==> config.mk <==
export PLATFORM = sky130hd
export DESIGN_NAME = phm_ram
export DESIGN_NICKNAME = d
export VERILOG_FILES = /design/src/rtl/core/phm_ram.sv
export SDC_FILE = /design/constraint.sdc
export NUM_CORES = 2
export LEC_CHECK = 0
export BUFFER_PORTS_ARGS = -buffer_cell sky130_fd_sc_hd__buf_2
export CORE_MARGIN = 1
export CORE_UTILIZATION = 55
export CTS_CLUSTER_DIAMETER = 50
export CTS_CLUSTER_SIZE = 8
export DETAILED_ROUTE_END_ITERATION = 8
export PLACE_DENSITY_LB_ADDON = 0.15
export SLEW_MARGIN = 40
export SYNTH_ARGS = -nofsm -noshare
export SYNTH_HDL_FRONTEND = slang
export SYNTH_SLANG_ARGS = --single-unit
==> constraint.sdc <==
create_clock -name clk_i -period 4 [get_ports clk_i]
set_input_delay 0.2 -clock clk_i [delete_from_list [all_inputs] [get_ports clk_i]]
set_output_delay 0.2 -clock clk_i [all_outputs]
set_load 0.005 [all_outputs]
==> src/rtl/core/phm_ram.sv <==
// Generic single-write, single-read synchronous RAM with registered read data.
// No dependencies.
module phm_ram #(
  parameter int WIDTH = 16,
  parameter int DEPTH = 128,
  localparam int AW = (DEPTH > 1) ? $clog2(DEPTH) : 1
) (
  input  logic             clk_i,
  input  logic             we_i,
  input  logic [AW-1:0]    waddr_i,
  input  logic [WIDTH-1:0] wdata_i,
  input  logic             re_i,
  input  logic [AW-1:0]    raddr_i,
  output logic [WIDTH-1:0] rdata_o
);

  logic [WIDTH-1:0] mem [DEPTH];
  logic [WIDTH-1:0] rdata_q;

  always_ff @(posedge clk_i) begin
    if (we_i) begin
      mem[waddr_i] <= wdata_i;
    end
  end

  always_ff @(posedge clk_i) begin
    if (re_i) begin
      rdata_q <= mem[raddr_i];
    end
  end

  assign rdata_o = rdata_q;

endmodule

==> results.py <==
metrics = {
    "outcome": {
        "status": "finished, final reports clean",
    },
    "run": {
        "cap_violations": 0,
    },
    "worst_setup_path": {
        "path_class": "register to register",
        "startpoint": "mem[13][10]$_DFFE_PP_",
        "cp.required_ps": 4640,
        "r2r_slack_ps": 1320,
        "path_max_fanout": 1,
        "worstSetupEndpointType": "register",
        "cp.arrival_ps": 3330,
        "reg2reg_to": "rdata_o[10]$_DFFE_PP_",
        "r2r-start": "mem[13][10]$_DFFE_PP_",
        "start_kind": "register",
        "reg2regPathDepth": 4,
    },
    "yosys": {
        "synth_area_leaders": "edfxtp_1 (79%), mux4_2 (19%), nor2_1 (0.58%)",
        "yosys.area_share.simple_pct": 0.8857,
        "synth_edf_count": 2064,
        "synth_top_cell_by_area": "edfxtp_1",
        "netlist_instances": 3086,
        "synth_seq_area_share_pct": 78.77,
        "synth_xor_xnor_area_share_pct": 0,
        "netlist.area_leader.share_pct": 78.77,
        "synth_seq_cells": 2064,
        "async_reset_ff_share_pct": 0,
        "yosysMostFrequentCell": "edfxtp_1",
        "synth.cell_area_mm2": 0.07868,
        "synth_top_family_by_area": "multiplexers",
        "synthMuxAreaShare_pct": 19.46,
        "synth_compound_area_share_pct": 0,
        "syn_area_per_cell_um2": 25.50,
        "ys_top_cells_by_count": "edfxtp_1 (2,064), mux4_2 (672), nor2_1 (122), clkbuf_1 (82), buf_2 (52)",
        "synth_nets": 3119,
        "synth_ff_type": "edfxtp_1",
        "ys_types": 16,
        "synth_adder_area_share_pct": 0,
        "yosysWarnings": 0,
    },
    "clock_tree": {
        "clkTransAtPathRegs_ps": 50,
        "cts_buffer_depth": 4,
        "cts-root-buf": "clkbuf_16",
        "htree_levels": 5,
        "numCtsBuffers": 309,
        "cts_num_sinks": 2064,
        "cts_tree": "done",
        "cts_resized": 0,
        "worstSkewPairLatency_ps": 890,
    },
    "timing": {
        "setup_viol_count_final": 0,
        "finClkSkew_ps": 41.49,
        "hold_violations": 0,
        "rsz0062_at_grt": "false",
        "fin_crit_ps": 2685,
        "slew_headroom_pct": 39.96,
        "maxSlewViolCount": 0,
        "worstMarginPinSlew_ps": 900.5,
        "timing.fmax_mhz": 372.5,
        "setup_tns_ps": 0,
        "period_share_pct": 67.11,
    },
    "power": {
        "peakVddDrop_uv": 367.7,
        "p_leak_nw": 28.59,
        "power_w": 0.04837,
        "power_density_mw_per_mm2": 531.5,
    },
    "finish": {
        "area_growth_pct": 15.68,
        "nNetsFinal": 3561,
        "drive_above_1_share_pct": 36.65,
    },
    "route": {
        "wl_per_cell_um": 35.94,
        "first_pass_iters": 5,
        "drcViolationCount": 0,
        "viasPerCell": 6.672,
        "routed_wl_um": 195500,
        "drt_iter0_drc": 5094,
        "postRouteAntennaNets": 0,
        "vias": 36290,
    },
    "placed_design": {
        "port_buffers": 48,
        "place_congestion": 0.8028,
        "hpwl_um": 112500,
    },
    "floorplanning": {
        "coreArea_mm2": 0.1418,
        "initial_core_util_pct": 55.50,
        "die_area_mm2": 0.1446,
        "die_y_um": 380.2,
        "rows": 138,
        "die_w_um": 380.2,
        "pin_count": 49,
    },
    "min_path": {
        "worstHoldPathType": "primary input to register",
        "hold_start": "waddr_i[6]",
        "min_to": "mem[114][6]$_DFFE_PP_",
        "hold_depth": 3,
    },
    "global_routing": {
        "track_usage_pct": 27.61,
        "antenna_found_initial": 31,
        "gr-total-overflow": 0,
        "grt_first_pass_wirelength_um": 277500,
        "grt_pass1_vias": 37350,
        "grt_start_max_net_pins": 98,
    },
}
[cell families after synthesis]
group | count (synthesis)
buf+inv | 164
mux | 688
flops | 2064
simple gates | 170
[registers in the layout, indices dropped and copies added, names as in the netlist]
register and flops:
rdata_o 16, mem 2048
[power breakdown]
group          switching, W  internal [W]
Clock               0.00826        0.0138
Sequential        0.0000568        0.0240
Combinational       0.00133      0.000920
Total               0.00965        0.0387
[worst max path at each step]
| stage | endpoint | slack [ps] | cells past startpoint |
|---|---|---|---|
| 6_report | rdata_o[10]$_DFFE_PP_ | 1320 | 4 |
| 5_1_grt | rdata_o[0]$_DFFE_PP_ | 1310 | 4 |
| 4_1_cts | rdata_o[10]$_DFFE_PP_ | 1330 | 4 |
| 3_5_place_dp | rdata_o[12]$_DFFE_PP_ | 550 | 7 |
| 3_3_place_gp | rdata_o[12]$_DFFE_PP_ | 570 | 7 |
| 2_1_floorplan | rdata_o[0]$_DFFE_PP_ | 1170 | 6 |
[routing by layer]
| metal | part of all wire, % | wire [µm] | global-route usage (%) | up-vias |
|---|---|---|---|---|
| met5 | 0.054 | 105 | 0 | - |
| met1 | 39 | 76730 | 40.11 | 19780 |
| li1 | - | - | - | 14240 |
| met4 | 1.8 | 3462 | 6.243 | 16 |
| met3 | 11 | 21280 | 7.443 | 279 |
| met2 | 48 | 93880 | 42.60 | 1980 |
[critical path: stages (launching register included)]
cell	delay, ps
edfxtp_1	350
mux4_2	580
mux4_2	570
mux4_2	630
mux2_2	310
[placed cells by master (no fill, tap or decap), drive strengths merged]
cell	count
buf	276
nor3	9
clkinv	2
nand4	3
or3	1
nand3	12
clkbuf	321
edfxtp	2064
nor2b	7
inv	1
dlygate4sd3	19
diode	7
nor2	122
bufinv	1
nand2b	2
mux4	672
nand2	14
mux2	16
[through the flow]
stage	util (%)	worst slack, ps	cell area (µm²)	std cells	hold slack [ps]
after floorplan	-	1166	78680	3086	298.9
after global placement	58.37	572.2	82750	5087	625.1
final	64.21	1316	91020	5439	85.69
after CTS	64.16	1334	90950	5431	14.50
after global routing	64.20	1309	91010	5434	100.3
after detailed placement	58.38	551.2	82760	5087	632.5
[timing repair]
item                      in CTS  in global routing
hold endpoints to repair    1105                  0
buffers inserted               0                  0
hold buffers                  19                  0
[final cells by class]
cell class,count,area (µm²)
sequential,2064,61980
fill,8853,50740
multi-input combinational,858,16070
clock buffer,321,7948
timing repair buffer,295,2591
tap,1890,2365
clock inverter,4,51.30
antenna,7,17.52
Power figures use the tool's default switching activity.
