**src/rtl/core/phm_pkg.sv**
```systemverilog
// Package for the peak-hold level meter: constants, payload and control types,
// and the step, factor and divider tables. No dependencies.
package phm_pkg;

  localparam int BANDS       = 128;
  localparam int ADDR_W      = $clog2(BANDS);
  localparam int BAND_W      = 7;
  localparam int RAW_W       = 8;
  localparam int LVL_W       = 16;
  localparam int SPD_W       = 24;
  localparam int FAC_W       = 17;
  localparam int SEL_W       = 3;
  localparam int CNT_W       = 3;
  localparam int CFG_DATA_W  = 3;
  localparam int VOICE_BANDS = 16;
  localparam int VOICE_W     = $clog2(VOICE_BANDS);
  localparam int PS_W        = LVL_W + SPD_W;

  localparam logic [SPD_W-1:0]   SPEED_START = SPD_W'(655);
  localparam logic [LVL_W-1:0]   SCOPE_CLEAR = LVL_W'(16'h0600);
  localparam logic [VOICE_W-1:0] VOICE_LAST  = VOICE_W'(VOICE_BANDS - 1);

  typedef enum logic [1:0] {
    MODE_ANALYZER = 2'd0,
    MODE_VOICE    = 2'd1,
    MODE_SCOPE    = 2'd2,
    MODE_PLAIN    = 2'd3
  } mode_e;

  typedef enum logic [1:0] {
    REG_DISPLAY_MODE = 2'd0,
    REG_LEVEL_FALL   = 2'd1,
    REG_PEAK_ACCEL   = 2'd2,
    REG_REDRAW       = 2'd3
  } cfg_reg_e;

  typedef struct packed {
    logic [BAND_W-1:0] band;
    logic [RAW_W-1:0]  level_in;
    logic              has_level;
    logic              falloff_tick;
    logic              frame_end;
    logic              clear_band;
  } phm_in_t;

  typedef struct packed {
    logic [LVL_W-1:0] level_out;
    logic [LVL_W-1:0] peak_out;
    logic             redraw;
  } phm_out_t;

  typedef struct packed {
    cfg_reg_e                reg_index;
    logic [CFG_DATA_W-1:0]   wdata;
  } phm_cfg_t;

  typedef struct packed {
    mode_e            mode;
    logic [SEL_W-1:0] fall_sel;
    logic [SEL_W-1:0] accel_sel;
  } phm_conf_t;

  typedef struct packed {
    logic [LVL_W-1:0] level;
    logic [LVL_W-1:0] peak;
    logic [SPD_W-1:0] speed;
  } phm_state_t;

  typedef struct packed {
    logic              lvl_en;
    logic [ADDR_W-1:0] lvl_addr;
    logic [LVL_W-1:0]  lvl_data;
    logic              ps_en;
    logic [LVL_W-1:0]  peak;
    logic [SPD_W-1:0]  speed;
    logic [LVL_W-1:0]  res_level;
    logic [LVL_W-1:0]  res_peak;
  } phm_upd_t;

  function automatic logic [LVL_W-1:0] fall_step(input logic [SEL_W-1:0] sel);
    logic [LVL_W-1:0] r;
    unique case (sel)
      3'd0:    r = LVL_W'(87);
      3'd1:    r = LVL_W'(128);
      3'd2:    r = LVL_W'(256);
      3'd3:    r = LVL_W'(333);
      default: r = LVL_W'(410);
    endcase
    return r;
  endfunction

  function automatic logic [FAC_W-1:0] accel_factor(input logic [SEL_W-1:0] sel);
    logic [FAC_W-1:0] r;
    unique case (sel)
      3'd0:    r = FAC_W'(78643);
      3'd1:    r = FAC_W'(85197);
      3'd2:    r = FAC_W'(91750);
      3'd3:    r = FAC_W'(98304);
      default: r = FAC_W'(104858);
    endcase
    return r;
  endfunction

  function automatic logic [CNT_W-1:0] divider_m1(input logic [1:0] sel);
    logic [CNT_W-1:0] r;
    unique case (sel)
      2'd0: r = CNT_W'(0);
      2'd1: r = CNT_W'(1);
      2'd2: r = CNT_W'(3);
      2'd3: r = CNT_W'(7);
    endcase
    return r;
  endfunction

endpackage

```
**src/rtl/core/phm_update.sv**
```systemverilog
// Per-band update datapath: analyzer rise/fall, peak fall with speed growth,
// copy modes and clear. Depends on phm_pkg.
module phm_update (
  input  phm_pkg::phm_in_t    item_i,
  input  phm_pkg::phm_conf_t  conf_i,
  input  phm_pkg::phm_state_t cur_i,
  output phm_pkg::phm_upd_t   upd_o
);

  localparam int PROD_W = phm_pkg::SPD_W + phm_pkg::FAC_W;

  logic                          in_range;
  logic [phm_pkg::ADDR_W-1:0]    addr;
  logic [phm_pkg::ADDR_W-1:0]    vaddr;
  logic [phm_pkg::LVL_W-1:0]     lvl;
  logic [phm_pkg::LVL_W-1:0]     step;
  logic [phm_pkg::LVL_W-1:0]     dec;
  logic [phm_pkg::LVL_W-1:0]     drop;
  logic [phm_pkg::LVL_W-1:0]     pk_sub;
  logic [PROD_W-1:0]             prod;
  logic [phm_pkg::SPD_W:0]       sp;
  logic [phm_pkg::SPD_W-1:0]     sp_sat;
  logic                          rise;
  logic                          take_peak;
  logic                          do_fall;
  logic [phm_pkg::LVL_W-1:0]     nl;
  logic [phm_pkg::LVL_W-1:0]     np;
  logic [phm_pkg::SPD_W-1:0]     ns;
  logic [phm_pkg::LVL_W-1:0]     pk_fall;

  assign in_range = 32'(item_i.band) < 32'(phm_pkg::BANDS);
  assign addr     = phm_pkg::ADDR_W'(item_i.band);
  assign vaddr    = phm_pkg::ADDR_W'(phm_pkg::VOICE_LAST -
                                     item_i.band[phm_pkg::VOICE_W-1:0]);
  assign lvl      = {item_i.level_in, 8'h00};
  assign step     = phm_pkg::fall_step(conf_i.fall_sel);
  assign dec      = (step >= cur_i.level) ? '0 : cur_i.level - step;

  assign drop     = cur_i.speed[phm_pkg::SPD_W-1:8];
  assign pk_sub   = (drop >= cur_i.peak) ? '0 : cur_i.peak - drop;
  assign prod     = PROD_W'(cur_i.speed) * PROD_W'(phm_pkg::accel_factor(conf_i.accel_sel));
  assign sp       = prod[PROD_W-1 -: (phm_pkg::SPD_W + 1)];
  assign sp_sat   = sp[phm_pkg::SPD_W] ? '1 : sp[phm_pkg::SPD_W-1:0];

  assign rise      = item_i.has_level && (lvl > cur_i.level);
  assign take_peak = rise && (lvl > cur_i.peak);
  assign nl        = rise ? lvl : (item_i.falloff_tick ? dec : cur_i.level);
  assign do_fall   = (rise || item_i.falloff_tick) && !take_peak && (cur_i.peak != '0);
  assign pk_fall   = (pk_sub < nl) ? nl : pk_sub;

  always_comb begin
    np = cur_i.peak;
    ns = cur_i.speed;
    if (take_peak) begin
      np = lvl;
      ns = phm_pkg::SPEED_START;
    end else if (do_fall) begin
      np = pk_fall;
      ns = sp_sat;
    end
  end

  always_comb begin
    upd_o          = '0;
    upd_o.lvl_addr = addr;
    upd_o.lvl_data = cur_i.level;
    upd_o.peak     = cur_i.peak;
    upd_o.speed    = cur_i.speed;
    if (in_range) begin
      if (item_i.clear_band) begin
        upd_o.lvl_en   = 1'b1;
        upd_o.lvl_data = (conf_i.mode == phm_pkg::MODE_SCOPE) ? phm_pkg::SCOPE_CLEAR : '0;
        upd_o.ps_en    = 1'b1;
        upd_o.peak     = '0;
      end else begin
        unique case (conf_i.mode)
          phm_pkg::MODE_ANALYZER: begin
            upd_o.lvl_en   = 1'b1;
            upd_o.lvl_data = nl;
            upd_o.ps_en    = 1'b1;
            upd_o.peak     = np;
            upd_o.speed    = ns;
          end
          phm_pkg::MODE_VOICE: begin
            if (item_i.has_level && (32'(item_i.band) < 32'(phm_pkg::VOICE_BANDS))) begin
              upd_o.lvl_en   = 1'b1;
              upd_o.lvl_addr = vaddr;
              upd_o.lvl_data = lvl;
            end
          end
          phm_pkg::MODE_SCOPE, phm_pkg::MODE_PLAIN: begin
            if (item_i.has_level) begin
              upd_o.lvl_en   = 1'b1;
              upd_o.lvl_data = lvl;
            end
          end
        endcase
      end
      upd_o.res_level = (upd_o.lvl_en && (upd_o.lvl_addr == addr)) ? upd_o.lvl_data
                                                                   : cur_i.level;
      upd_o.res_peak  = upd_o.ps_en ? upd_o.peak : cur_i.peak;
    end
  end

endmodule

```
**config.mk**
```make
export PLATFORM = sky130hd
export DESIGN_NAME = phm_update
export DESIGN_NICKNAME = d
export VERILOG_FILES = /design/src/rtl/core/phm_pkg.sv /design/src/rtl/core/phm_update.sv
export SDC_FILE = /design/constraint.sdc
export NUM_CORES = 1
export LEC_CHECK = 0
export ABC_AREA = 1
export ABC_CLOCK_PERIOD_IN_PS = 15250
export BUFFER_PORTS_ARGS = -buffer_cell sky130_fd_sc_hd__buf_2
export CAP_MARGIN = 40
export CORE_MARGIN = 1
export CORE_UTILIZATION = 57
export DETAILED_ROUTE_END_ITERATION = 16
export PLACE_DENSITY_LB_ADDON = 0.05
export RECOVER_POWER = 50
export REMOVE_ABC_BUFFERS = 1
export SYNTH_ARGS = -nofsm -noshare
export SYNTH_HDL_FRONTEND = slang
export SYNTH_SLANG_ARGS = --single-unit
```
**constraint.sdc**
```tcl
create_clock -name vclk -period 15.25
set_input_delay 4.575 -clock vclk [all_inputs]
set_output_delay 4.575 -clock vclk [all_outputs]
set_load 0.02 [all_outputs]
```
==> reports/qor.yml, run 1 <==
grt_pass1_wl_um: 88800
ios: 180
violations: "negative setup slack"
rsz0062_at_grt: "yes"
drt-pass1-iter-count: 7
drc: 0
rows: 60
grt_overflow_total: 0
antenna_found_initial: 0
drt-total-wl_um: 57000
endpoint_kind: "output port"
setup_violations: 24
antenna_cells: 0
placed_cells: 3001
synth_warnings: 0
post-route-period-util_pct: 102
coreArea_um2: 27300
synth_cell_types: 51
netlist_instances: 2168
layout_common_cells: "inv_1, buf_4, nand2_1, fa_1, nor2_1"
cp_max_fo: 8
ff_latch_area_um2: 0
vias: 16500
post_synth.cell_area_avg_um2: 7.38
wl_per_cell_um: 18.8
finalHoldViolCount: 0
hpwl_um: 48000
grt_max_degree: 33
instances_no_fill: 3034
nets: 3244
die_area_um2: 28800
grt_use_total_pct: 40.3
cpLargestDelayFamily: "adder cells"
dpl_cell_area_um2: 19600
crit_top_cell: "fa_1"
tightestPinTransition_ns: 0.910
fin_crit_ns: 15.50
drt_first_iter_violations: 1355
hp-class: "input port to output port"
cap_violations: 0
cp.required_ns: 10.68
path_buf_inv: 10
seq_cell_count: 0
routabilityCongestion: 1.05
layout_commonest_cell: "inv_1"
hold_buffers: 0
die_height_um: 170
holdWs_ns: 9.41
run_status: "finished with violations"
setup_ws_ns: -0.246
n_clock_buffer: 0
crit_slowest_cell: "fa_1"
die_w_um: 170
synth_area_um2: 16000
maxSlewViolCount: 0
antenna_left: 0
cpPeakStageDelay_ns: 0.57
layout-drive-gt1-share_pct: 27.9
fmax_mhz: 64.5
startpoint_type: "input port"
critPathKind: "input port to output port"
slew_headroom_pct: 39.3
synthToLayoutAreaGrowth_pct: 31.7
io_buffers: 179
pre_cts_ws_ns: -0.704
fin_area_um2: 21100
start_util_pct: 58.7
seq_area_frac_synth_pct: 0
arrival_ns: 10.92
vias_per_cell: 5.44
grt_pass1_vias: 17300
-- per-layer routing --
| metal | wire [um] | share of wire, % | up-vias | GRT usage (%) |
|---|---|---|---|---|
| li1 | - | - | 7575 | - |
| met1 | 22000 | 39 | 7934 | 51.5 |
| met2 | 27100 | 48 | 781 | 68.6 |
| met3 | 4220 | 7.4 | 202 | 3.45 |
| met4 | 3600 | 6.3 | 0 | 20.8 |
| met5 | 0 | 0 | - | 0 |
-- stage by stage --
| step | setup TNS, ns | util, % |
|---|---|---|
| after global placement | -13.54 | 72.0 |
| after detailed placement | -14.19 | 72.0 |
| after CTS | -2.63 | 75.9 |
| final | -3.80 | 77.3 |
| after floorplan | -31.98 | - |
| after global routing | -8.87 | 77.3 |
-- synth_stat cells (all sizes together), types with 5 or more instances --
master  count  area share (%)
clkbuf     26            0.61
nand2     345             8.3
a211oi      8            0.38
o22ai      12            0.47
a31oi       8            0.31
nand3      56             1.9
a21o        6            0.28
nor2      235             5.6
nor4        8            0.31
ha        177              14
o21ai     125             3.9
nand4      12            0.47
fa        320              40
xor2       37             2.0
a22oi      10            0.47
a21oi     112             3.5
nor3        7            0.25
a31o        7            0.38
xnor2      20             1.1
clkinv      5            0.12
o21a        7            0.33
buf        11            0.44
inv       592              14
-- final timing paths --
kind	end	cells past startpoint	slack [ns]	startpoint
setup / recovery	upd_o[46]	34	-0.25	conf_i[0]
hold / removal	upd_o[95]	2	9.41	item_i[18]
-- cell families (layout without fill, tap and decap cells) --
logic type      Yosys count  in the layout  synth area share, %
buf+inv                 634           1127                 15.0
compound gates          311            311                 10.9
xor+xnor                 57             57                 3.12
simple gates            669            670                 17.0
fa+ha+maj               497            497                 53.9
-- final cells by class --
| class | instances | area [um^2] |
|---|---|---|
| fillers | 2066 | 6170 |
| inverters | 597 | 2260 |
| multi-input cells | 1535 | 14600 |
| well taps | 372 | 465 |
| repair buffers | 529 | 3760 |
| repair inverters | 1 | 7.51 |
-- timing repair --
item                                    in CTS  in global routing
gates resized for setup                    247                110
buffers inserted                            20                 13
pin swaps                                   76                 47
endpoints found under the setup margin      24                 24
cloned                                       4                  0
Power of run 1 is not shown: default switching activity piles up to over one toggle a cycle in this logic, so the estimate is an artifact.
==> run 2: changes to the inputs <==
--- a/config.mk
+++ b/config.mk
@@ -13,7 +13,6 @@
 export CORE_UTILIZATION = 57
 export DETAILED_ROUTE_END_ITERATION = 16
 export PLACE_DENSITY_LB_ADDON = 0.05
-export RECOVER_POWER = 50
 export REMOVE_ABC_BUFFERS = 1
 export SYNTH_ARGS = -nofsm -noshare
 export SYNTH_HDL_FRONTEND = slang
==> run 2 against run 1 <==
The flow still finishes with violations (negative setup slack). Non-clock buffer count unchanged. Cell area up 0.20%. Core utilization increased by 0.16 points. Global-route usage stayed put. Die area unchanged. Sequential share of layout area stayed put. Cell count unchanged. Flip-flop and latch count did not move. Maximum frequency hardly changed. Critical path depth rose by 1. Worst hold slack got worse by 0.020 ns. Routed wire length is essentially flat.
==> reports/qor.yml, run 2 (synthesis gave the netlist of run 1 again) <==
run_status: "finished with violations"
violations: "negative setup slack"
die_area_um2: 28800  # unchanged
vias_per_cell: 5.46  # +0.44%
crit_slowest_cell: "fa_1"
arrival_ns: 10.92  # about the same
endpoint_kind: "output port"
hpwl_um: 48000  # unchanged
cp_max_fo: 8  # unchanged
rsz0062_at_grt: "yes"
maxSlewViolCount: 0  # unchanged
antenna_left: 0  # unchanged
antenna_found_initial: 0  # unchanged
hp-class: "input port to output port"
coreArea_um2: 27300  # unchanged
cap_violations: 0  # unchanged
synthToLayoutAreaGrowth_pct: 31.9
fin_area_um2: 21100  # +0.20%
wl_met1_um: 21800  # -0.99%
met2_length_um: 27000  # -0.40%
placed_cells: 3001  # unchanged
start_util_pct: 58.7  # unchanged
grt_overflow_total: 0  # unchanged
hold_end: "upd_o[95]"
drt-pass1-iter-count: 6  # -1
wl_per_cell_um: 18.8  # about the same
nets: 3244  # unchanged
ios: 180  # unchanged
wl_met3_um: 4400  # +4.0%
cp.required_ns: 10.68  # about the same
grt_pass1_wl_um: 88800  # unchanged
drt_first_iter_violations: 1376  # +1.5%
drt-total-wl_um: 57000  # about the same
holdCritStartpoint: "item_i[18]"
grt_use_total_pct: 40.3  # unchanged
grt_pass1_vias: 17300  # unchanged
n_clock_buffer: 0  # unchanged
grt_max_degree: 33  # unchanged
drc: 0  # unchanged
die_w_um: 170  # unchanged
vias: 16600  # +0.44%
cpPeakStageDelay_ns: 0.54  # -0.03 ns
post-route-period-util_pct: 102  # about the same
fmax_mhz: 64.5  # about the same
antenna_cells: 0  # unchanged
rows: 60  # unchanged
crit_top_cell: "nor2_4"
slew_headroom_pct: 40.1  # +0.88 points
seq_cell_count: 0  # unchanged
layout-drive-gt1-share_pct: 29.3  # +1.3 points
setup_violations: 24  # unchanged
setup_ws_ns: -0.249  # -0.00226 ns
critPathKind: "input port to output port"
dpl_cell_area_um2: 19600  # unchanged
routabilityCongestion: 1.05  # unchanged
highest-signal-layer: "met4"
die_height_um: 170  # unchanged
instances_no_fill: 3034  # unchanged
ff_latch_area_um2: 0  # unchanged
io_buffers: 179  # unchanged
tightestPinTransition_ns: 0.897  # -0.0132 ns
layout_commonest_cell: "inv_1"
whs_path_depth: 2  # unchanged
fin_crit_ns: 15.50  # +0.00226 ns
finalHoldViolCount: 0  # unchanged
startpoint_type: "input port"
layout_common_cells: "inv_1, buf_4, nand2_1, fa_1, nor2_1"
## run 2: cell count changes in the layout (fill, tap and decap cells not counted)
cell,delta
and2_1,+1
and2_0,-1
inv_2,+1
inv_1,-1
clkbuf_1,-34
buf_2,+34
## run 2: worst max path at each step
stage               startpoint        end
floorplan            conf_i[1]  upd_o[43]
global placement     conf_i[1]  upd_o[49]
detailed placement   conf_i[1]  upd_o[49]
CTS                  conf_i[1]  upd_o[49]
global route         conf_i[0]  upd_o[55]
finish               conf_i[0]  upd_o[46]
## run 2: per-stage QoR
stage / TNS, ns / hold slack (ns) / setup slack (ns) / util (%)
after floorplan: -31.98 / 9.15 / -1.36 / -
after global placement: -13.54 / 9.39 / -0.618 / 72.0
after detailed placement: -14.19 / 9.39 / -0.704 / 72.0
after CTS: -2.63 / 9.39 / -0.243 / 75.9
after global routing: -8.87 / 9.40 / -0.477 / 77.5
final: -3.88 / 9.39 / -0.249 / 77.5
## run 2: critical path, delay by kind of cell
family / cells / cell delay [ns]
and+or+nand+nor: 15 / 1.55
AOI/OAI and AO/OA: 4 / 0.45
adders and majority gates: 7 / 3.35
buffers and inverters: 9 / 0.98
## run 2: timing repair
action | in CTS | in global routing
pin swaps | 76 | 47
hold buffers | 0 | 0
endpoints found under the setup margin | 24 | 24
gates resized for setup | 247 | 110
buffers inserted | 20 | 13
gates cloned | 4 | 0
## run 2: layout make-up
type | instances | area [um^2]
timing repair buffer | 529 | 3810
fill | 2054 | 6130
inverter | 597 | 2260
multi-input combinational | 1535 | 14600
tap | 372 | 465
timing repair inverter | 1 | 7.51
## run 2: per-layer routing
metal / GRT usage (%) / up-vias
li1: - / 7576
met1: 51.5 / 7937
met2: 68.6 / 832
met3: 3.45 / 220
met4: 20.8 / 0
met5: 0 / -
Power of run 2 is left out for the same reason.
